## src/rtl/core/rar_pkg.sv

```systemverilog
// ---------------------------------------------------------------------------
// rar_pkg
// Types, constants and helper functions of the rational add/reduce unit.
// ---------------------------------------------------------------------------
package rar_pkg;

    // Datapath width of all intermediate values (8 to 64).
    localparam int WIDTH = 32;
    // Width of the divider step counter; it must hold WIDTH itself.
    localparam int CNT_W = $clog2(WIDTH + 1);

    // Operation codes carried by each request.
    typedef enum logic [1:0] {
        OP_MAKE  = 2'd0,
        OP_ADD   = 2'd1,
        OP_EQUAL = 2'd2,
        OP_NONE  = 2'd3
    } rar_op_t;

    // Sequencer states.
    typedef enum logic [3:0] {
        ST_IDLE,
        ST_MUL1,
        ST_MUL2,
        ST_MUL3,
        ST_DEN,
        ST_MAKE,
        ST_GCD,
        ST_GCD_WAIT,
        ST_DIVN,
        ST_DIVN_WAIT,
        ST_DIVD,
        ST_DIVD_WAIT,
        ST_DONE
    } rar_state_t;

    // Request to the shared divider.
    typedef struct packed {
        logic             start;
        logic [WIDTH-1:0] dividend;
        logic [WIDTH-1:0] divisor;
    } rar_div_req_t;

    // Response from the shared divider.
    typedef struct packed {
        logic             done;
        logic [WIDTH-1:0] quot;
        logic [WIDTH-1:0] rem;
    } rar_div_rsp_t;

    // Sign-extend or truncate a 32-bit port value to the datapath width.
    function automatic logic [WIDTH-1:0] ext_in(input logic [31:0] v);
        logic signed [63:0] t;
        t = 64'(signed'(v));
        return t[WIDTH-1:0];
    endfunction

    // Sign-extend or truncate a datapath value to a 32-bit port value.
    function automatic logic [31:0] to_out(input logic [WIDTH-1:0] x);
        logic signed [63:0] t;
        t = 64'(signed'(x));
        return t[31:0];
    endfunction

    // Magnitude of a two's complement value as an unsigned value.
    function automatic logic [WIDTH-1:0] mag_w(input logic [WIDTH-1:0] x);
        return x[WIDTH-1] ? (~x + 1'b1) : x;
    endfunction

endpackage

```

## src/rtl/core/rar_divu.sv

```systemverilog
// ---------------------------------------------------------------------------
// rar_divu
// Shared unsigned restoring divider, one quotient bit per cycle.
// ---------------------------------------------------------------------------
module rar_divu import rar_pkg::*; (
    input  logic         aclk,
    input  logic         aresetn,
    input  rar_div_req_t req,
    output rar_div_rsp_t rsp
);

    logic             busy_reg, busy_next;
    logic             done_reg, done_next;
    logic [CNT_W-1:0] cnt_reg, cnt_next;
    logic [WIDTH-1:0] rem_reg, rem_next;
    logic [WIDTH-1:0] quo_reg, quo_next;
    logic [WIDTH-1:0] dsr_reg, dsr_next;
    logic [WIDTH:0]   shifted;
    logic [WIDTH:0]   trial;

    // Shift in one dividend bit and try to subtract the divisor.
    always_comb begin
        shifted   = {rem_reg, quo_reg[WIDTH-1]};
        trial     = shifted - {1'b0, dsr_reg};
        busy_next = busy_reg;
        done_next = 1'b0;
        cnt_next  = cnt_reg;
        rem_next  = rem_reg;
        quo_next  = quo_reg;
        dsr_next  = dsr_reg;
        if (busy_reg) begin
            if (!trial[WIDTH]) begin
                rem_next = trial[WIDTH-1:0];
                quo_next = {quo_reg[WIDTH-2:0], 1'b1};
            end else begin
                rem_next = shifted[WIDTH-1:0];
                quo_next = {quo_reg[WIDTH-2:0], 1'b0};
            end
            cnt_next = cnt_reg - CNT_W'(1);
            if (cnt_reg == CNT_W'(1)) begin
                busy_next = 1'b0;
                done_next = 1'b1;
            end
        end else if (req.start) begin
            busy_next = 1'b1;
            cnt_next  = CNT_W'(WIDTH);
            rem_next  = '0;
            quo_next  = req.dividend;
            dsr_next  = req.divisor;
        end
    end

    // Control state.
    always_ff @(posedge aclk) begin
        if (!aresetn) begin
            busy_reg <= 1'b0;
            done_reg <= 1'b0;
            cnt_reg  <= '0;
        end else begin
            busy_reg <= busy_next;
            done_reg <= done_next;
            cnt_reg  <= cnt_next;
        end
    end

    // Datapath registers.
    always_ff @(posedge aclk) begin
        rem_reg <= rem_next;
        quo_reg <= quo_next;
        dsr_reg <= dsr_next;
    end

    assign rsp.done = done_reg;
    assign rsp.quot = quo_reg;
    assign rsp.rem  = rem_reg;

endmodule

```

## src/rtl/core/rational_add_reduce.sv

```systemverilog
// Make runs Euclid GCD steps and then divides numerator and denominator by
// the GCD; add first forms the cross products and the denominator product.
// Equals ends with the cross products. All remainders and quotients come from
// one shared divider, one bit per cycle; one request is in work at a time.
// Reset (synchronous, active low) returns the sequencer to idle and drops
// the result valid; no other state is kept between requests.
// ---------------------------------------------------------------------------
// rational_add_reduce
// Rational make/add/equals unit with Euclid GCD reduction, built around a
// shared multiplier and a shared iterative divider.
// ---------------------------------------------------------------------------
module rational_add_reduce import rar_pkg::*; (
    input  logic               aclk,
    input  logic               aresetn,
    input  logic               s_valid,
    output logic               s_ready,
    input  logic [1:0]         s_opcode,
    input  logic signed [31:0] s_a_num,
    input  logic signed [31:0] s_a_den,
    input  logic signed [31:0] s_b_num,
    input  logic signed [31:0] s_b_den,
    output logic               m_valid,
    input  logic               m_ready,
    output logic signed [31:0] m_res_num,
    output logic signed [31:0] m_res_den,
    output logic               m_is_equal
);

    rar_state_t       state_reg, state_next;
    rar_op_t          op_reg, op_next;
    logic [WIDTH-1:0] an_reg, an_next;
    logic [WIDTH-1:0] ad_reg, ad_next;
    logic [WIDTH-1:0] bn_reg, bn_next;
    logic [WIDTH-1:0] bd_reg, bd_next;
    logic [WIDTH-1:0] prod_reg, prod_next;
    logic [WIDTH-1:0] x_reg, x_next;
    logic [WIDTH-1:0] n_reg, n_next;
    logic [WIDTH-1:0] d_reg, d_next;
    logic [WIDTH-1:0] ga_reg, ga_next;
    logic [WIDTH-1:0] gb_reg, gb_next;
    logic [WIDTH-1:0] rn_reg, rn_next;
    logic [WIDTH-1:0] rd_reg, rd_next;
    logic             eq_reg, eq_next;
    logic             mv_reg, mv_next;
    logic [31:0]      on_reg, on_next;
    logic [31:0]      od_reg, od_next;
    logic             oe_reg, oe_next;
    logic [WIDTH-1:0] mul_a, mul_b;
    logic [WIDTH-1:0] nn, dn;
    rar_div_req_t     div_req;
    rar_div_rsp_t     div_rsp;

    // Shared divider for remainders and the final exact divisions.
    rar_divu u_divu (
        .aclk    (aclk),
        .aresetn (aresetn),
        .req     (div_req),
        .rsp     (div_rsp)
    );

    // Shared multiplier operand selection; the product is always registered.
    always_comb begin
        unique case (state_reg)
            ST_MUL1: begin
                mul_a = an_reg;
                mul_b = bd_reg;
            end
            ST_MUL2: begin
                mul_a = bn_reg;
                mul_b = ad_reg;
            end
            default: begin
                mul_a = ad_reg;
                mul_b = bd_reg;
            end
        endcase
        prod_next = mul_a * mul_b;
    end

    // Sequencer: next state, working registers and divider requests.
    always_comb begin
        state_next = state_reg;
        op_next    = op_reg;
        an_next    = an_reg;
        ad_next    = ad_reg;
        bn_next    = bn_reg;
        bd_next    = bd_reg;
        x_next     = x_reg;
        n_next     = n_reg;
        d_next     = d_reg;
        ga_next    = ga_reg;
        gb_next    = gb_reg;
        rn_next    = rn_reg;
        rd_next    = rd_reg;
        eq_next    = eq_reg;
        mv_next    = mv_reg;
        on_next    = on_reg;
        od_next    = od_reg;
        oe_next    = oe_reg;
        div_req    = '0;
        nn         = d_reg[WIDTH-1] ? (~n_reg + 1'b1) : n_reg;
        dn         = d_reg[WIDTH-1] ? (~d_reg + 1'b1) : d_reg;

        // The result register drains independently of the sequencer.
        if (mv_reg && m_ready) begin
            mv_next = 1'b0;
        end

        unique case (state_reg)
            ST_IDLE: begin
                if (s_valid) begin
                    op_next = rar_op_t'(s_opcode);
                    an_next = ext_in(s_a_num);
                    ad_next = ext_in(s_a_den);
                    bn_next = ext_in(s_b_num);
                    bd_next = ext_in(s_b_den);
                    n_next  = ext_in(s_a_num);
                    d_next  = ext_in(s_a_den);
                    unique case (rar_op_t'(s_opcode))
                        OP_MAKE:  state_next = ST_MAKE;
                        OP_ADD,
                        OP_EQUAL: state_next = ST_MUL1;
                        OP_NONE: begin
                            rn_next    = '0;
                            rd_next    = '0;
                            eq_next    = 1'b0;
                            state_next = ST_DONE;
                        end
                    endcase
                end
            end
            ST_MUL1: begin
                state_next = ST_MUL2;
            end
            ST_MUL2: begin
                // Keep a_num * b_den while b_num * a_den is formed.
                x_next     = prod_reg;
                state_next = ST_MUL3;
            end
            ST_MUL3: begin
                // Equals ends here with the cross products compared.
                if (op_reg == OP_EQUAL) begin
                    rn_next    = '0;
                    rd_next    = '0;
                    eq_next    = (x_reg == prod_reg);
                    state_next = ST_DONE;
                end else begin
                    n_next     = x_reg + prod_reg;
                    state_next = ST_DEN;
                end
            end
            ST_DEN: begin
                d_next     = prod_reg;
                state_next = ST_MAKE;
            end
            ST_MAKE: begin
                if (d_reg == '0) begin
                    rn_next    = '0;
                    rd_next    = {{(WIDTH-1){1'b0}}, 1'b1};
                    eq_next    = 1'b0;
                    state_next = ST_DONE;
                end else begin
                    // Move the sign to the numerator, then seed Euclid.
                    n_next     = nn;
                    d_next     = dn;
                    ga_next    = mag_w(nn);
                    gb_next    = mag_w(dn);
                    state_next = ST_GCD;
                end
            end
            ST_GCD: begin
                if (gb_reg == '0) begin
                    state_next = ST_DIVN;
                end else begin
                    div_req.start    = 1'b1;
                    div_req.dividend = ga_reg;
                    div_req.divisor  = gb_reg;
                    state_next       = ST_GCD_WAIT;
                end
            end
            ST_GCD_WAIT: begin
                if (div_rsp.done) begin
                    ga_next    = gb_reg;
                    gb_next    = div_rsp.rem;
                    state_next = ST_GCD;
                end
            end
            ST_DIVN: begin
                div_req.start    = 1'b1;
                div_req.dividend = mag_w(n_reg);
                div_req.divisor  = ga_reg;
                state_next       = ST_DIVN_WAIT;
            end
            ST_DIVN_WAIT: begin
                if (div_rsp.done) begin
                    rn_next    = n_reg[WIDTH-1] ? (~div_rsp.quot + 1'b1) : div_rsp.quot;
                    state_next = ST_DIVD;
                end
            end
            ST_DIVD: begin
                div_req.start    = 1'b1;
                div_req.dividend = mag_w(d_reg);
                div_req.divisor  = ga_reg;
                state_next       = ST_DIVD_WAIT;
            end
            ST_DIVD_WAIT: begin
                if (div_rsp.done) begin
                    rd_next    = d_reg[WIDTH-1] ? (~div_rsp.quot + 1'b1) : div_rsp.quot;
                    eq_next    = 1'b0;
                    state_next = ST_DONE;
                end
            end
            ST_DONE: begin
                if (!mv_reg || m_ready) begin
                    mv_next    = 1'b1;
                    on_next    = to_out(rn_reg);
                    od_next    = to_out(rd_reg);
                    oe_next    = eq_reg;
                    state_next = ST_IDLE;
                end
            end
            default: begin
                state_next = ST_IDLE;
            end
        endcase
    end

    // Control state.
    always_ff @(posedge aclk) begin
        if (!aresetn) begin
            state_reg <= ST_IDLE;
            mv_reg    <= 1'b0;
        end else begin
            state_reg <= state_next;
            mv_reg    <= mv_next;
        end
    end

    // Datapath registers.
    always_ff @(posedge aclk) begin
        op_reg   <= op_next;
        an_reg   <= an_next;
        ad_reg   <= ad_next;
        bn_reg   <= bn_next;
        bd_reg   <= bd_next;
        prod_reg <= prod_next;
        x_reg    <= x_next;
        n_reg    <= n_next;
        d_reg    <= d_next;
        ga_reg   <= ga_next;
        gb_reg   <= gb_next;
        rn_reg   <= rn_next;
        rd_reg   <= rd_next;
        eq_reg   <= eq_next;
        on_reg   <= on_next;
        od_reg   <= od_next;
        oe_reg   <= oe_next;
    end

    assign s_ready    = (state_reg == ST_IDLE);
    assign m_valid    = mv_reg;
    assign m_res_num  = on_reg;
    assign m_res_den  = od_reg;
    assign m_is_equal = oe_reg;

endmodule

```

## config.mk

```make
export PLATFORM = sky130hd
export DESIGN_NAME = rational_add_reduce
export DESIGN_NICKNAME = d
export VERILOG_FILES = /design/src/rtl/core/rar_pkg.sv /design/src/rtl/core/rar_divu.sv /design/src/rtl/core/rational_add_reduce.sv
export SDC_FILE = /design/constraint.sdc
export NUM_CORES = 2
export LEC_CHECK = 0
export ABC_CLOCK_PERIOD_IN_PS = 9800
export BUFFER_PORTS_ARGS = -buffer_cell sky130_fd_sc_hd__buf_4
export CAP_MARGIN = 20
export CORE_MARGIN = 4
export CORE_UTILIZATION = 35
export CTS_CLUSTER_DIAMETER = 100
export DETAILED_ROUTE_END_ITERATION = 10
export PLACE_DENSITY = 0.62
export SETUP_SLACK_MARGIN = 0.1
export SKIP_CTS_REPAIR_TIMING = 1
export SLEW_MARGIN = 15
export SYNTH_ARGS = -nofsm -noshare
export SYNTH_HDL_FRONTEND = slang
export SYNTH_SLANG_ARGS = --single-unit
```

## constraint.sdc

```tcl
create_clock -name aclk -period 9.8 [get_ports aclk]
set_clock_uncertainty 0.2 [all_clocks]
set_input_delay 0.98 -clock aclk [delete_from_list [all_inputs] [get_ports aclk]]
set_output_delay 0.98 -clock aclk [all_outputs]
set_load 0.005 [all_outputs]
```

Word level (Yosys, flattened, before mapping)
Cells that the tools add are included.
{ "word_totals": {"input_bits": 134, "out_inout_bits": 67, "ff_bits": 561} }
{ "op_classes": {"bitwise_logic": 6, "mul": 1, "muxes": 64, "add_sub_neg": 8, "n_eq_ne": 28, "reduce_logical": 24} }
{ "ops": {"columns": ["cell", "count"], "rows": [
  ["32-bit 2-to-1 mux", 29],
  ["32-bit one-hot mux with 4 select lines", 2],
  ["65-bit one-hot mux with 3 select lines", 1],
  ["32-bit one-hot mux with 2 select lines", 3],
  ["32-bit one-hot mux with 3 select lines", 2],
  ["32-bit by 1-bit adder with 32-bit output, second input constant", 5],
  ["32-bit inverter", 5],
  ["65-bit 2-to-1 mux", 1],
  ["32-bit logical NOT", 2],
  ["4-bit one-hot mux with 13 select lines", 1],
  ["33-bit by 32-bit subtractor with 33-bit output", 1],
  ["32-bit adder", 1],
  ["32-bit == test", 1],
  ["32-bit by 32-bit multiplier with 32-bit output", 1],
  ["4-bit 2-to-1 mux", 8],
  ["4-bit == test, second input constant", 5],
  ["4-bit by 3-bit == test with 1-bit output, second input constant", 4],
  ["1-bit 2-to-1 mux", 13],
  ["6-bit 2-to-1 mux", 2],
  ["2-bit != test, second input constant", 6],
  ["4-bit one-hot mux with 3 select lines", 1],
  ["6-bit AND reduction", 2],
  ["4-bit by 2-bit == test with 1-bit output, second input constant", 2],
  ["2-bit by 1-bit != test with 1-bit output, second input constant", 4],
  ["20 further kinds", 29]
]} }

Logic depth before layout (Yosys ltp)
{ "logic_depth": {"depth_word": 8, "mapped_depth": 36} }

Modules after synthesis
Synthesis repeated with hierarchy kept, for this count alone.
{ "hier_totals": {"cells_unflattened": 4351, "hier_area_um2": 44465.1} }
{ "by_module_without_submodules": {"columns": ["mod", "n_inst", "cells_per_inst", "area_per_inst_um2"], "rows": [
  ["rational_add_reduce", 1, 3815, 38449.4],
  ["rar_divu", 1, 536, 6015.8]
]} }

Worst setup path before layout
OpenSTA, ideal clock, no wires.
{ "synth_timing": {"path_kind": "reg2reg", "from": "register state_reg[1]", "to": "register prod_reg[31]", "setup_time_ns": 0.118, "stages_incl_launch_ff": 30, "t_arrival_ns": 9.527, "n_path_buf": 6, "synth_period_minus_slack_ns": 9.845, "path_slack_ns": -0.045, "t_required_ns": 9.482, "path_cell_list": "dfxtp_1 -> clkbuf_1 -> nor4b_1 -> clkbuf_1 -> buf_1 -> buf_1 -> buf_2 -> buf_1 -> mux2_2 -> nand2_1 -> fa_1 -> fa_1 -> inv_1 -> fa_1 -> inv_1 -> fa_1 -> inv_1 -> fa_1 -> fa_1 -> fa_1 -> fa_1 -> ha_1 -> and2_1 -> o21ai_0 -> o31ai_1 -> o221ai_1 -> a21oi_1 -> a2111oi_0 -> a21oi_1 -> xnor2_1"} }
{ "synth_between": {"elab_chain_len": 3} }
{ "synth_lines": {"columns": ["item", "line", "rtl"], "rows": [
  ["start: declaration", "rational_add_reduce.sv:29", "rar_state_t state_reg, state_next;"],
  ["start signal: assignment", "rational_add_reduce.sv:234", "state_reg <= state_next;"],
  ["4-bit by 2-bit == test with 1-bit output / 4-bit by 1-bit == test with 1-bit output (equally long branches)", "rational_add_reduce.sv:63", "unique case (state_reg)"],
  ["32-bit one-hot mux with 2 select lines / 32-bit 2-to-1 mux (equally long branches)", "rational_add_reduce.sv:63", null],
  ["32-bit by 32-bit multiplier with 32-bit output (*)", "rational_add_reduce.sv:77", "prod_next = mul_a * mul_b;"],
  ["named net prod_next[31]", "rational_add_reduce.sv:35", "logic [WIDTH-1:0] prod_reg, prod_next;"],
  ["end signal: assignment", "rational_add_reduce.sv:246", "prod_reg <= prod_next;"],
  ["end: declaration", "rational_add_reduce.sv:35", null]
]} }
The timed path passes the listed nets; every way through them passes the cells marked *.
A chain may end at the register's enable or synchronous reset.

Worst setup path in the final report
{ "layout_timing": {"from": "register state_reg[2]", "to": "register prod_reg[31]"} }
The elaborated chain is that of the path after synthesis.

==> results.tsv <==
stage	metric	value	unit
outcome	run_status	complete, no violations	
grt	global_route.peak_usage_layer	met2	
detailed_routing	via_per_inst	5.43	
worst_setup_path	worstSetupPathType	reg2reg	
hold_path	min-delay-path-class	reg2reg	
placed_design	gpl.final_weighted_congestion	0.995	
grt	use_met1	30.3	%
timing	max_slew_margin	24.6	%
hold_path	hold_depth	0	
detailed_routing	route.detailed.wl_per_inst	24.0	um
grt	grt_first_pass_wirelength	221	mm
yosys	netlist_instances	4313	
worst_setup_path	setup.reg_to_reg.worst_slack	620	ps
cells_and_area	synthToLayoutAreaGrowth	14.4	%
cells_and_area	final_cell_mix	nor2_1 (534), edfxtp_1 (516), nand2_1 (504)	
yosys	syn-num-nets	5053	
clock_network	cts-buffers-inserted	68	
worst_setup_path	critical_path.most_common_cell	fa_1	
worst_setup_path	timing.critical_path.to_type	register	
clock_network	cts.path.max_buffers	3	
grt	met3_usage	3.70	%
hold_path	hold_start	rd_reg[18]	
timing	final_hold_viol_count	0	
worst_setup_path	timing.critical_path.required	10120	ps
cells_and_area	num-fill-cells	11988	
floorplan	num_rows	129	
hold_path	holdPathEnd	m_res_den[18]	
grt	globalRouteMet2Util	35.7	%
cells_and_area	post_route_cells_drive_above_1_share	11.3	%
worst_setup_path	worstReg2RegEnd	prod_reg[31]	
timing	report.final.setup_viol	0	
placed_design	dp_hpwl	118	mm
yosys	ys_async_sr_fraction	0	%
yosys	number_of_synthesized_flops_with_an_enable_pin	516	
flow_run	cap_violations	0	
placed_design	placement.io_buffers	200	
yosys	ys_warn_count	0	
clock_network	number_of_h_tree_branching_levels	3	
floorplan	initial_core_util	35.4	%
worst_setup_path	worst_ep_arrival_time	9500	ps
floorplan	die-area	131000	um2
timing	period_share	93.7	%
clock_network	tritoncts_clock_tree	yes	
floorplan	placeableCoreArea	124000	um2
worst_setup_path	reg2regPathDepth	30	
timing	fin_crit	9180	ps
grt	grt_util_all_layers	22.6	%
detailed_routing	post-route-drc-count	0	
yosys	postSynth.topFlopCell	edfxtp_1	
detailed_routing	routed-via-count	33674	
yosys	yosys.area.top_type	edfxtp_1	
worst_setup_path	critical_path.max_stage_delay	550	ps
timing	timing.fmax	0.109	GHz
timing	setup_repair_after_global_routing_missed_its_margin	false	
worst_setup_path	r2r-start	state_reg[2]	
floorplan	die_w	362	um
timing	worst-slew-pin-transition	1130	ps
worst_setup_path	critical_path.slowest_cell	fa_1	
floorplan	floorplan.io_pins	201	
yosys	synth.avg_cell_area	10.2	um2
grt	grt_pass1_vias	33950	
detailed_routing	drt_first_iter_violations	3665	
cells_and_area	num-nets-final	5243	
timing	drv_slew	0	
yosys	yosys_register_bits	561	
yosys	synth_top_cells_by_area	edfxtp_1 (35%), fa_1 (19%), ha_1 (5.6%)	
clock_network	path_clk_slew	60	ps
yosys	ys_seq_area_share	37.4	%
detailed_routing	routed_wirelength	149	mm
yosys	synthesis.area	43900	um2
cells_and_area	mostFrequentLayoutCell	nor2_1	
grt	grt_remaining_overflow	0	
clock_network	cts_sinks	561	
clock_network	cts-root-buf	clkbuf_16	
yosys	post-synth-top-area-fraction	35.3	%
floorplan	floorplan.die.height	362	um
worst_setup_path	critical_path_peak_fanout	14	
timing	fin_setup_tns	0	ps
clock_network	worst_skew_pair.late_latency	660	ps
detailed_routing	drt_first_pass_iters	5	
worst_setup_path	crit_path_start_kind	register	
yosys	synth.lib_cells_used.distinct	82	
grt	grt_max_degree	103	
detailed_routing	detail-route-antenna-nets	0	
grt	antenna_found_initial	10	
## logic make-up after synthesis
group | synth area share (%)
multiplexers | 2.20
buffers and inverters | 5.83
AND/OR/NAND/NOR | 13.0
AO/OA/AOI/OAI | 10.9
XOR/XNOR | 6.39
flip-flops | 37.4
adder cells (fa/ha/maj) | 24.3
## cell type report
| class | instances | area, um2 | share of cell area (%) |
|---|---|---|---|
| multi-input combinational | 3075 | 25100 | 50.0 |
| clock inverter | 46 | 593 | 1.18 |
| antenna | 7 | 17.5 | 0.0349 |
| clock buffer | 80 | 1780 | 3.54 |
| timing repair buffer | 316 | 2440 | 4.87 |
| inverter | 481 | 1810 | 3.61 |
| sequential | 561 | 16400 | 32.7 |
| tap | 1637 | 2050 | 4.08 |
## worst max-delay path by stage
stage | startpoint | to | depth (start not counted)
2_1_floorplan | state_reg[1] | prod_reg[31] | 33
3_3_place_gp | state_reg[0] | prod_reg[31] | 28
3_5_place_dp | state_reg[0] | prod_reg[31] | 28
4_1_cts | state_reg[0] | prod_reg[31] | 28
5_1_grt | state_reg[2] | prod_reg[31] | 29
6_report | state_reg[2] | prod_reg[31] | 30
## stage by stage
step	cell area, um2	instances	setup slack [ps]	util, %	hold slack [ps]
final	50200	6203	618	40.4	217
after global routing	50200	6196	120	40.4	220
after CTS	50100	6195	294	40.4	213
after detailed placement	47800	6069	373	38.5	205
after global placement	47700	6068	494	38.5	203
after floorplan	43900	4313	144	-	200
## critical path, delay by kind of cell, from the launching register on
| family | cells | cell delay (ps) |
|---|---|---|
| compound gates | 8 | 1780 |
| xor+xnor | 1 | 120 |
| fa+ha+maj | 9 | 4200 |
| buf+inv | 7 | 1040 |
| flops | 1 | 360 |
| simple gates | 5 | 1340 |
## cells in the mapped netlist, types with 29 or more instances
cell,count
or3_1,39
mux2i_1,66
xnor2_1,146
o21ai_0,160
inv_1,478
edfxtp_1,516
ha_1,196
o31ai_1,29
nor3_1,39
a21o_1,36
xor2_1,169
nand2_1,505
dfxtp_1,45
nor2_1,539
clkbuf_1,173
a22oi_1,65
a22o_1,34
fa_1,410
nand3_1,32
a21oi_1,178
## layer usage
layer	share of wire [%]	wire length, um	vias up
met2	45	67300	1583
li1	-	-	15015
met3	8.2	12300	312
met4	5.4	8000	0
met1	41	61200	16764
met5	0	0	-
Power is not shown: default switching activity piles up to over one toggle a cycle in this logic, so the estimate is an artifact.
